<file path="src/sv/slfm_pkg.sv">
`timescale 1ns / 1ps

package slfm_pkg;

    localparam int COUNT_LIMIT = 31;
    localparam int COUNT_W     = $clog2(COUNT_LIMIT + 1);
    localparam int FLEN_W      = 5;
    localparam int CD_W        = 9;

    localparam logic [CD_W-1:0] CD_STOPPED = {CD_W{1'b1}};

    localparam logic [7:0] CHECK_INIT = 8'hFF;
    localparam logic [7:0] BYTE_ACK   = 8'h41;
    localparam logic [7:0] BYTE_POLL0 = 8'hC0;
    localparam logic [7:0] BYTE_POLL1 = 8'h00;
    localparam logic [7:0] BYTE_POLL2 = 8'h01;
    localparam logic [3:0] LEN_BASE   = 4'd3;

    localparam logic [7:0] TIMEOUT_RESET = 8'd5;

    // Configuration register indexes.
    localparam logic REG_MASTER_MODE   = 1'b0;
    localparam logic REG_TIMEOUT_TICKS = 1'b1;

    typedef enum logic [1:0] {
        EV_TICK = 2'd0,
        EV_CPU  = 2'd1,
        EV_DEV  = 2'd2,
        EV_IRQ  = 2'd3
    } ev_kind_t;

    typedef enum logic [1:0] {
        FE_NONE = 2'd0,
        FE_ACK  = 2'd1,
        FE_GOOD = 2'd2,
        FE_BAD  = 2'd3
    } frame_event_t;

    typedef enum logic [3:0] {
        PH_IDLE    = 4'b0001,
        PH_SENT_C0 = 4'b0010,
        PH_SENT_00 = 4'b0100,
        PH_SENT_01 = 4'b1000
    } phase_t;

    localparam logic [1:0] PHASE_CODE_IDLE = 2'd0;
    localparam logic [1:0] PHASE_CODE_C0   = 2'd1;
    localparam logic [1:0] PHASE_CODE_00   = 2'd2;
    localparam logic [1:0] PHASE_CODE_01   = 2'd3;

    // Deframing state of one link direction.
    typedef struct packed {
        logic               start_pending;
        logic [COUNT_W-1:0] count;
        logic [7:0]         check;
        logic [7:0]         hdr0;
        logic [7:0]         hdr1;
    } dir_state_t;

    typedef struct packed {
        logic              send_valid;
        logic [7:0]        send_byte;
        frame_event_t      frame_event;
        logic              frame_from_device;
        logic [FLEN_W-1:0] frame_length;
        logic              replay_request;
        logic [1:0]        current_phase;
        logic              interrupt_pending;
    } result_t;

endpackage

</file>
<file path="src/sv/slfm_deframer.sv">
`timescale 1ns / 1ps

module slfm_deframer
(
    input  slfm_pkg::dir_state_t   cur,
    input  logic [7:0]             byte_in,
    output slfm_pkg::dir_state_t   nxt,
    output slfm_pkg::frame_event_t frame_event
);

    logic [slfm_pkg::COUNT_W-1:0] old_cnt;
    logic [slfm_pkg::COUNT_W-1:0] new_cnt;
    logic [slfm_pkg::COUNT_W-1:0] end_len;
    logic [7:0]                   old_chk;
    logic [7:0]                   mixed;
    logic [7:0]                   new_chk;
    logic [7:0]                   h0;
    logic [7:0]                   h1;
    logic                         is_ack;
    logic                         is_len_end;

    // A pending start restarts the frame before this byte is counted.
    assign old_cnt = cur.start_pending ? '0 : cur.count;
    assign old_chk = cur.start_pending ? slfm_pkg::CHECK_INIT : cur.check;

    assign h0 = (old_cnt == slfm_pkg::COUNT_W'(0)) ? byte_in : cur.hdr0;
    assign h1 = (old_cnt == slfm_pkg::COUNT_W'(1)) ? byte_in : cur.hdr1;

    assign mixed   = old_chk ^ byte_in;
    assign new_chk = {mixed[6:0], mixed[7]};

    assign new_cnt = (old_cnt < slfm_pkg::COUNT_W'(slfm_pkg::COUNT_LIMIT))
                     ? old_cnt + slfm_pkg::COUNT_W'(1) : old_cnt;

    assign end_len = slfm_pkg::COUNT_W'(slfm_pkg::LEN_BASE) + slfm_pkg::COUNT_W'(h1[3:0]);

    assign is_ack     = (new_cnt == slfm_pkg::COUNT_W'(1)) && (h0 == slfm_pkg::BYTE_ACK);
    assign is_len_end = (new_cnt >= slfm_pkg::COUNT_W'(2)) && (h0 != slfm_pkg::BYTE_POLL0)
                        && (new_cnt == end_len);

    always_comb
    begin
        if (is_ack)
        begin
            frame_event = slfm_pkg::FE_ACK;
        end
        else if (is_len_end)
        begin
            frame_event = (new_chk == 8'h00) ? slfm_pkg::FE_GOOD : slfm_pkg::FE_BAD;
        end
        else
        begin
            frame_event = slfm_pkg::FE_NONE;
        end
    end

    assign nxt.start_pending = is_ack || is_len_end;
    assign nxt.count         = new_cnt;
    assign nxt.check         = new_chk;
    assign nxt.hdr0          = h0;
    assign nxt.hdr1          = h1;

endmodule

</file>
<file path="src/sv/slfm_engine.sv">
`timescale 1ns / 1ps

module slfm_engine
(
    input  logic                 clk,
    input  logic                 rst_n,
    input  logic                 step,
    input  logic [1:0]           kind,
    input  logic [7:0]           byte_in,
    input  logic                 master_mode,
    input  logic [7:0]           timeout_ticks,
    output slfm_pkg::result_t    result
);

    logic                           sp_reg    [2];
    logic [slfm_pkg::COUNT_W-1:0]   cnt_reg   [2];
    logic [7:0]                     chk_reg   [2];
    logic [7:0]                     hdr_reg   [4];
    slfm_pkg::phase_t               phase_reg;
    slfm_pkg::phase_t               phase_next;
    logic [slfm_pkg::CD_W-1:0]      cd_reg;
    logic [slfm_pkg::CD_W-1:0]      cd_next;
    logic                           irq_reg;
    logic                           irq_next;

    slfm_pkg::ev_kind_t             ev;
    logic                           dir;
    logic                           is_byte;
    slfm_pkg::dir_state_t           cur;
    slfm_pkg::dir_state_t           nxt;
    slfm_pkg::frame_event_t         fevent;
    logic                           send_valid;
    logic [7:0]                     send_byte;
    logic [1:0]                     phase_code;

    assign ev      = slfm_pkg::ev_kind_t'(kind);
    assign dir     = (ev == slfm_pkg::EV_DEV);
    assign is_byte = (ev == slfm_pkg::EV_CPU) || (ev == slfm_pkg::EV_DEV);

    assign cur.start_pending = sp_reg[dir];
    assign cur.count         = cnt_reg[dir];
    assign cur.check         = chk_reg[dir];
    assign cur.hdr0          = hdr_reg[{dir, 1'b0}];
    assign cur.hdr1          = hdr_reg[{dir, 1'b1}];

    slfm_deframer u_deframer
    (
        .cur         (cur),
        .byte_in     (byte_in),
        .nxt         (nxt),
        .frame_event (fevent)
    );

    always_comb
    begin
        phase_next = phase_reg;
        cd_next    = cd_reg;
        irq_next   = irq_reg;
        send_valid = 1'b0;
        send_byte  = 8'h00;
        case (ev)
            slfm_pkg::EV_TICK:
            begin
                if (cd_reg != slfm_pkg::CD_STOPPED)
                begin
                    cd_next = cd_reg - slfm_pkg::CD_W'(1);
                    if (cd_reg <= slfm_pkg::CD_W'(1))
                    begin
                        cd_next = slfm_pkg::CD_STOPPED;
                        if (master_mode)
                        begin
                            case (phase_reg)
                                slfm_pkg::PH_IDLE:
                                begin
                                    if (irq_reg)
                                    begin
                                        send_valid = 1'b1;
                                        send_byte  = slfm_pkg::BYTE_POLL0;
                                        phase_next = slfm_pkg::PH_SENT_C0;
                                        cd_next    = slfm_pkg::CD_W'(timeout_ticks);
                                    end
                                end
                                slfm_pkg::PH_SENT_C0:
                                begin
                                    send_valid = 1'b1;
                                    send_byte  = slfm_pkg::BYTE_POLL1;
                                    phase_next = slfm_pkg::PH_SENT_00;
                                    cd_next    = slfm_pkg::CD_W'(timeout_ticks);
                                end
                                slfm_pkg::PH_SENT_00:
                                begin
                                    send_valid = 1'b1;
                                    send_byte  = slfm_pkg::BYTE_POLL2;
                                    phase_next = slfm_pkg::PH_SENT_01;
                                    cd_next    = slfm_pkg::CD_W'(timeout_ticks);
                                end
                                default:
                                begin
                                    phase_next = phase_reg;
                                end
                            endcase
                        end
                    end
                end
            end
            slfm_pkg::EV_IRQ:
            begin
                irq_next = (byte_in != 8'h00);
            end
            default:
            begin
                if (dir && (fevent == slfm_pkg::FE_ACK))
                begin
                    phase_next = slfm_pkg::PH_IDLE;
                    cd_next    = slfm_pkg::CD_STOPPED;
                end
                else if (dir && (fevent != slfm_pkg::FE_NONE)
                         && (phase_reg == slfm_pkg::PH_IDLE))
                begin
                    send_valid = 1'b1;
                    send_byte  = slfm_pkg::BYTE_ACK;
                end
            end
        endcase
    end

    always_comb
    begin
        case (phase_next)
            slfm_pkg::PH_IDLE:    phase_code = slfm_pkg::PHASE_CODE_IDLE;
            slfm_pkg::PH_SENT_C0: phase_code = slfm_pkg::PHASE_CODE_C0;
            slfm_pkg::PH_SENT_00: phase_code = slfm_pkg::PHASE_CODE_00;
            slfm_pkg::PH_SENT_01: phase_code = slfm_pkg::PHASE_CODE_01;
            default:              phase_code = slfm_pkg::PHASE_CODE_IDLE;
        endcase
    end

    assign result.send_valid        = send_valid;
    assign result.send_byte         = send_byte;
    assign result.frame_event       = is_byte ? fevent : slfm_pkg::FE_NONE;
    assign result.frame_from_device = is_byte && dir;
    assign result.frame_length      = is_byte ? nxt.count[slfm_pkg::FLEN_W-1:0] : '0;
    // CPU-side frame ends in master idle ask for the next frame to be replayed.
    assign result.replay_request    = is_byte && !dir && (fevent != slfm_pkg::FE_NONE)
                                      && master_mode && (phase_reg == slfm_pkg::PH_IDLE);
    assign result.current_phase     = phase_code;
    assign result.interrupt_pending = irq_next;

    always_ff @(posedge clk or negedge rst_n)
    begin
        if (!rst_n)
        begin
            phase_reg  <= slfm_pkg::PH_IDLE;
            cd_reg     <= slfm_pkg::CD_STOPPED;
            irq_reg    <= 1'b0;
            sp_reg[0]  <= 1'b1;
            sp_reg[1]  <= 1'b1;
            cnt_reg[0] <= '0;
            cnt_reg[1] <= '0;
            chk_reg[0] <= slfm_pkg::CHECK_INIT;
            chk_reg[1] <= slfm_pkg::CHECK_INIT;
        end
        else if (step)
        begin
            phase_reg <= phase_next;
            cd_reg    <= cd_next;
            irq_reg   <= irq_next;
            if (is_byte)
            begin
                sp_reg[dir]  <= nxt.start_pending;
                cnt_reg[dir] <= nxt.count;
                chk_reg[dir] <= nxt.check;
                // Starting a frame here re-arms a start on the other side.
                if (cur.start_pending)
                begin
                    sp_reg[!dir] <= 1'b1;
                end
            end
        end
    end

    always_ff @(posedge clk)
    begin
        if (step && is_byte)
        begin
            hdr_reg[{dir, 1'b0}] <= nxt.hdr0;
            hdr_reg[{dir, 1'b1}] <= nxt.hdr1;
        end
    end

endmodule

</file>
<file path="src/sv/serial_link_frame_monitor_top.sv">
`timescale 1ns / 1ps
// Throughput: one word per cycle while out_ready is high. An accepted word goes
// from the input register through the combinational deframe and timer update
// to the result register; the two registers form a two-stage pipeline.
// Reset (rst_n, asynchronous, active low) empties both stages, idles the poll
// sequence, stops the countdown and restores master_mode 0, timeout_ticks 5.

module serial_link_frame_monitor_top
(
    input  logic        clk,
    input  logic        rst_n,

    input  logic        in_valid,
    output logic        in_ready,
    input  logic [1:0]  event_kind,
    input  logic [7:0]  event_byte,

    output logic        out_valid,
    input  logic        out_ready,
    output logic        send_valid,
    output logic [7:0]  send_byte,
    output logic [1:0]  frame_event,
    output logic        frame_from_device,
    output logic [4:0]  frame_length,
    output logic        replay_request,
    output logic [1:0]  current_phase,
    output logic        interrupt_pending,

    input  logic        psel,
    input  logic        penable,
    input  logic        pwrite,
    input  logic [2:0]  paddr,
    input  logic [31:0] pwdata,
    output logic [31:0] prdata,
    output logic        pready
);

    logic              in_vld_reg;
    logic [1:0]        kind_reg;
    logic [7:0]        byte_reg;
    logic              out_vld_reg;
    slfm_pkg::result_t res_reg;
    slfm_pkg::result_t res_next;
    logic              advance;
    logic              master_mode_reg;
    logic [7:0]        timeout_ticks_reg;
    logic              cfg_write;

    // The staged word moves on when the result register is empty or being drained.
    assign advance  = in_vld_reg && (!out_vld_reg || out_ready);
    assign in_ready = !in_vld_reg || advance;

    always_ff @(posedge clk or negedge rst_n)
    begin
        if (!rst_n)
        begin
            in_vld_reg <= 1'b0;
        end
        else if (in_ready)
        begin
            in_vld_reg <= in_valid;
        end
    end

    always_ff @(posedge clk)
    begin
        if (in_ready && in_valid)
        begin
            kind_reg <= event_kind;
            byte_reg <= event_byte;
        end
    end

    slfm_engine u_engine
    (
        .clk           (clk),
        .rst_n         (rst_n),
        .step          (advance),
        .kind          (kind_reg),
        .byte_in       (byte_reg),
        .master_mode   (master_mode_reg),
        .timeout_ticks (timeout_ticks_reg),
        .result        (res_next)
    );

    always_ff @(posedge clk or negedge rst_n)
    begin
        if (!rst_n)
        begin
            out_vld_reg <= 1'b0;
        end
        else if (advance)
        begin
            out_vld_reg <= 1'b1;
        end
        else if (out_ready)
        begin
            out_vld_reg <= 1'b0;
        end
    end

    always_ff @(posedge clk)
    begin
        if (advance)
        begin
            res_reg <= res_next;
        end
    end

    assign out_valid         = out_vld_reg;
    assign send_valid        = res_reg.send_valid;
    assign send_byte         = res_reg.send_byte;
    assign frame_event       = res_reg.frame_event;
    assign frame_from_device = res_reg.frame_from_device;
    assign frame_length      = res_reg.frame_length;
    assign replay_request    = res_reg.replay_request;
    assign current_phase     = res_reg.current_phase;
    assign interrupt_pending = res_reg.interrupt_pending;

    assign pready    = 1'b1;
    assign cfg_write = psel && penable && pwrite && pready;

    always_ff @(posedge clk or negedge rst_n)
    begin
        if (!rst_n)
        begin
            master_mode_reg   <= 1'b0;
            timeout_ticks_reg <= slfm_pkg::TIMEOUT_RESET;
        end
        else if (cfg_write)
        begin
            case (paddr[2])
                slfm_pkg::REG_MASTER_MODE:   master_mode_reg   <= pwdata[0];
                slfm_pkg::REG_TIMEOUT_TICKS: timeout_ticks_reg <= pwdata[7:0];
                default:                     master_mode_reg   <= master_mode_reg;
            endcase
        end
    end

    always_comb
    begin
        case (paddr[2])
            slfm_pkg::REG_MASTER_MODE:   prdata = {31'd0, master_mode_reg};
            slfm_pkg::REG_TIMEOUT_TICKS: prdata = {24'd0, timeout_ticks_reg};
            default:                     prdata = 32'd0;
        endcase
    end

`ifndef SYNTHESIS
    a_advance_fills_out: assert property (@(posedge clk) disable iff (!rst_n)
        advance |=> out_vld_reg)
        else $error("result register not loaded after a staged word advanced");

    a_send_byte_legal: assert property (@(posedge clk) disable iff (!rst_n)
        (out_vld_reg && res_reg.send_valid) |->
            (res_reg.send_byte == slfm_pkg::BYTE_ACK
             || res_reg.send_byte == slfm_pkg::BYTE_POLL0
             || res_reg.send_byte == slfm_pkg::BYTE_POLL1
             || res_reg.send_byte == slfm_pkg::BYTE_POLL2))
        else $error("illegal transmit byte");

    a_poll_start_phase: assert property (@(posedge clk) disable iff (!rst_n)
        (out_vld_reg && res_reg.send_valid && res_reg.send_byte == slfm_pkg::BYTE_POLL0)
            |-> (res_reg.current_phase == slfm_pkg::PHASE_CODE_C0))
        else $error("poll start byte sent without entering its phase");

    a_replay_needs_frame: assert property (@(posedge clk) disable iff (!rst_n)
        (out_vld_reg && res_reg.replay_request) |->
            (res_reg.frame_event != slfm_pkg::FE_NONE && !res_reg.frame_from_device))
        else $error("replay request without a CPU-side frame end");
`endif

endmodule

</file>
<file path="config.mk">
export PLATFORM = sky130hd
export DESIGN_NAME = serial_link_frame_monitor_top
export DESIGN_NICKNAME = d
export VERILOG_FILES = /design/src/sv/slfm_pkg.sv /design/src/sv/slfm_deframer.sv /design/src/sv/slfm_engine.sv /design/src/sv/serial_link_frame_monitor_top.sv
export SDC_FILE = /design/constraint.sdc
export NUM_CORES = 1
export LEC_CHECK = 0
export CAP_MARGIN = 30
export CORE_UTILIZATION = 55
export DETAILED_ROUTE_END_ITERATION = 10
export DONT_BUFFER_PORTS = 1
export PLACE_DENSITY = 0.73
export SLEW_MARGIN = 20
export SYNTH_ARGS = -nofsm -noshare
export SYNTH_HDL_FRONTEND = slang
export SYNTH_SLANG_ARGS = --single-unit
</file>
<file path="constraint.sdc">
create_clock -name clk -period 3.9 [get_ports clk]
set_input_delay 0.195 -clock clk [delete_from_list [all_inputs] [get_ports clk]]
set_output_delay 0.195 -clock clk [all_outputs]
set_load 0.02 [all_outputs]
</file>
==> impl_metrics.env <==
export IMPL_final_antenna_net_count=0
export IMPL_yosysTopAreaCell="edfxtp_1"
export IMPL_die_h_um=104
export IMPL_synthMuxAreaShare_pct=10.1
export IMPL_largest_reg_flops=24
export IMPL_post_route_period_util_pct=96.3
export IMPL_hold_ws_ps=75.1
export IMPL_rsz0062_at_grt="true"
export IMPL_pwr_share_comb_pct=29.2
export IMPL_first_global_vias=3952
export IMPL_drc=0
export IMPL_synth_seq_cells=103
export IMPL_portBuffers=0
export IMPL_finClkSkew_ps=7.62
export IMPL_clock_sinks=103
export IMPL_vias=4051
export IMPL_synth_simple_area_share_pct=15.4
export IMPL_slew_viol_final=0
export IMPL_synth_top_family_by_area="simple AND/OR/NAND/NOR gates"
export IMPL_synth_common_cells="nand2_1 (67), edfxtp_1 (50), o21ai_0 (35)"
export IMPL_antenna_found_initial=0
export IMPL_tightestPinTransition_ps=702
export IMPL_relSlewSlack_pct=53.1
export IMPL_worstSkewPairLatency_ps=380
export IMPL_worstRegToRegCells=10
export IMPL_nNetsFinal=632
export IMPL_power_switching_uw=1100
export IMPL_cp_start_kind="flop"
export IMPL_synth_fa_ha_area_share_pct=2.42
export IMPL_grt_usage_pct=22.3
export IMPL_viasPerCell=5.73
export IMPL_cp_max_fo=9
export IMPL_row_count=36
export IMPL_ys_types=63
export IMPL_synth_edff_count=50
export IMPL_routed_wl_um=11600
export IMPL_synth_area_top_cells="edfxtp_1 (26%), dfstp_2 (14%), dfrtp_1 (10%)"
export IMPL_antennaDiodeCount=0
export IMPL_syn_to_final_growth_pct=11.3
export IMPL_num_io_pins=108
export IMPL_critical_path_class="reg2reg"
export IMPL_synth_xor_area_share_pct=3.48
export IMPL_core_area_mm2=0.00991
export IMPL_clock_fmax_ghz=0.266
export IMPL_async_reset_ff_share_pct=51.5
export IMPL_die_area_mm2=0.0108
export IMPL_grt_pass1_wl_um=19000
export IMPL_p_clk_share_pct=20.1
export IMPL_firstDrtPassIters=5
export IMPL_hpwl_um=7970
export IMPL_numCtsBuffers=9
export IMPL_cp_arrival_ps=4030
export IMPL_grt_max_degree=54
export IMPL_fin_util_pct=63.9
export IMPL_htreeDepth=3
export IMPL_cap_violations=0
export IMPL_setup_violations=0
export IMPL_synth_cells=533
export IMPL_p_per_area_mw_per_mm2=519
export IMPL_cts_tree="done"
export IMPL_min_period_ps=3750
export IMPL_synthFlopType="edfxtp_1"
export IMPL_syn_area_per_cell_um2=10.7
export IMPL_p_seq_share_pct=50.7
export IMPL_swShare_pct=33.6
export IMPL_overflow=0
export IMPL_timing_critical_path_from="kind_reg[1]"
export IMPL_cts_root_buffer="clkbuf_8"
export IMPL_r2r_start="kind_reg[1]"
export IMPL_post_route_cells_drive_above_1_share_pct=21.3
export IMPL_p_leak_uw=0.00253
export IMPL_clkSlewWorstSetupHoldPaths_ps=100
export IMPL_wl_per_cell_um=16.5
export IMPL_clockBufferDepth=2
export IMPL_synth_compound_area_share_pct=10.7
export IMPL_status="finished clean"
export IMPL_ir_drop_v=0.000290
export IMPL_holdPathStages=2
export IMPL_seq_area_frac_synth_pct=50.4
export IMPL_start_util_pct=57.4
export IMPL_die_w_um=104
export IMPL_synth_warning_count=0
export IMPL_drtIter0Drc=240
export IMPL_worstSetupEndpointType="flop"
export IMPL_synth_most_common_cell="nand2_1"
export IMPL_hp_start="paddr[2]"
export IMPL_finalHoldViolations=0
export IMPL_globalplace_congestion=0.894
export IMPL_synthesis_area_mm2=0.00569
export IMPL_synth_top_area_share_pct=26.4
export IMPL_hold_class="in2reg"
export IMPL_p_int_uw=2180
export IMPL_critPathRequiredTime_ps=4170
[kinds of logic (layout without fill, tap and decap cells)]
logic type | after synthesis | after routing
AO/OA/AOI/OAI | 92 | 92
XOR/XNOR | 21 | 21
adder cells (fa/ha/maj) | 11 | 11
buffers and inverters | 80 | 93
flip-flops | 103 | 103
multiplexers | 52 | 52
other | 2 | 30
AND/OR/NAND/NOR | 172 | 172
[power groups by stage]
| stage | Sequential (uW) | Clock, uW | Combinational, uW |
|---|---|---|---|
| final | 1660 | 659 | 960 |
| after global routing | 1690 | 713 | 1070 |
| after CTS | 1660 | 670 | 923 |
| after detailed placement | 1680 | 0 | 886 |
| after global placement | 1660 | 0 | 857 |
| after floorplan | 1620 | 0 | 741 |
[worst max-delay path, stage by stage (launching register included)]
cell      delay (ps)
edfxtp_1         460
ha_4             230
o32ai_2          330
buf_4            210
inv_1             40
ha_1             300
or4_1            560
nor4b_1          510
o21ai_0          340
buf_2            260
a222oi_1         380
[worst paths after layout]
kind,slack [ps],endpoint
worst min register to register,480,u_engine.chk_reg[13]
min in group asynchronous,320,u_engine.cnt_reg[7]
worst min-delay path,80,master_mode_reg
worst max-delay path,150,u_engine.cd_reg[4]
max in group asynchronous,3280,u_engine.chk_reg[13]
worst max register to register,150,u_engine.cd_reg[4]
[metal layers]
layer	track usage [%]	routed length [um]	share of wire, %
met5	0	0	0
met3	5.16	631	5.4
met4	7.04	122	1.0
met1	29.7	5340	46
met2	36.2	5550	48
[metrics by stage]
stage / worst slack, ps / area, um2 / setup TNS (ps) / instances / power [uW]
detailed placement: 64.0 / 5770 / 0 / 658 / 2570
global route: -50.0 / 6330 / -62.8 / 707 / 3470
global placement: 137 / 5760 / 0 / 657 / 2520
floorplan: 4.98 / 5800 / 0 / 561 / 2360
CTS: 36.1 / 6200 / 0 / 696 / 3250
finish: 146 / 6330 / 0 / 707 / 3280
[layout make-up]
class                   instances  area (um2)
clock inverters                 5        38.8
inverters                      29         109
flip-flops and latches        103        2870
multi-input cells             378        2570
well taps                     133         166
fillers                       800        3580
clock buffers                  11         153
repair buffers                 48         430
[layout by cell type, fill, tap and decap left out, types with 3 or more instances in the layout]
cell | synthesis | final
dlygate4sd3_1 | 0 | 21
dfstp_2 | 30 | 30
dfrtp_1 | 23 | 23
a222oi_1 | 6 | 6
nand2b_1 | 7 | 6
conb_1 | 2 | 30
clkbuf_8 | 0 | 9
inv_6 | 0 | 3
a21oi_1 | 14 | 14
nand3_1 | 16 | 16
a31oi_1 | 8 | 8
inv_1 | 28 | 27
o21ai_0 | 35 | 35
ha_1 | 11 | 9
nand4_1 | 4 | 4
mux2i_1 | 23 | 21
and2_1 | 13 | 13
buf_4 | 30 | 25
a21o_1 | 4 | 4
nor4_1 | 7 | 7
xnor2_1 | 10 | 10
mux2_2 | 27 | 27
nor2_1 | 29 | 29
and3_1 | 5 | 5
nor3_1 | 5 | 5
nand2_1 | 67 | 66
o41ai_2 | 0 | 3
xor2_1 | 10 | 10
or3_1 | 3 | 3
edfxtp_1 | 50 | 50
[timing repair]
action,in CTS,in global routing
setup endpoints to repair,0,8
hold buffers,22,0
setup buffers,0,11
resized for setup,0,9
hold endpoints to repair,74,0
Power figures use the tool's default switching activity.
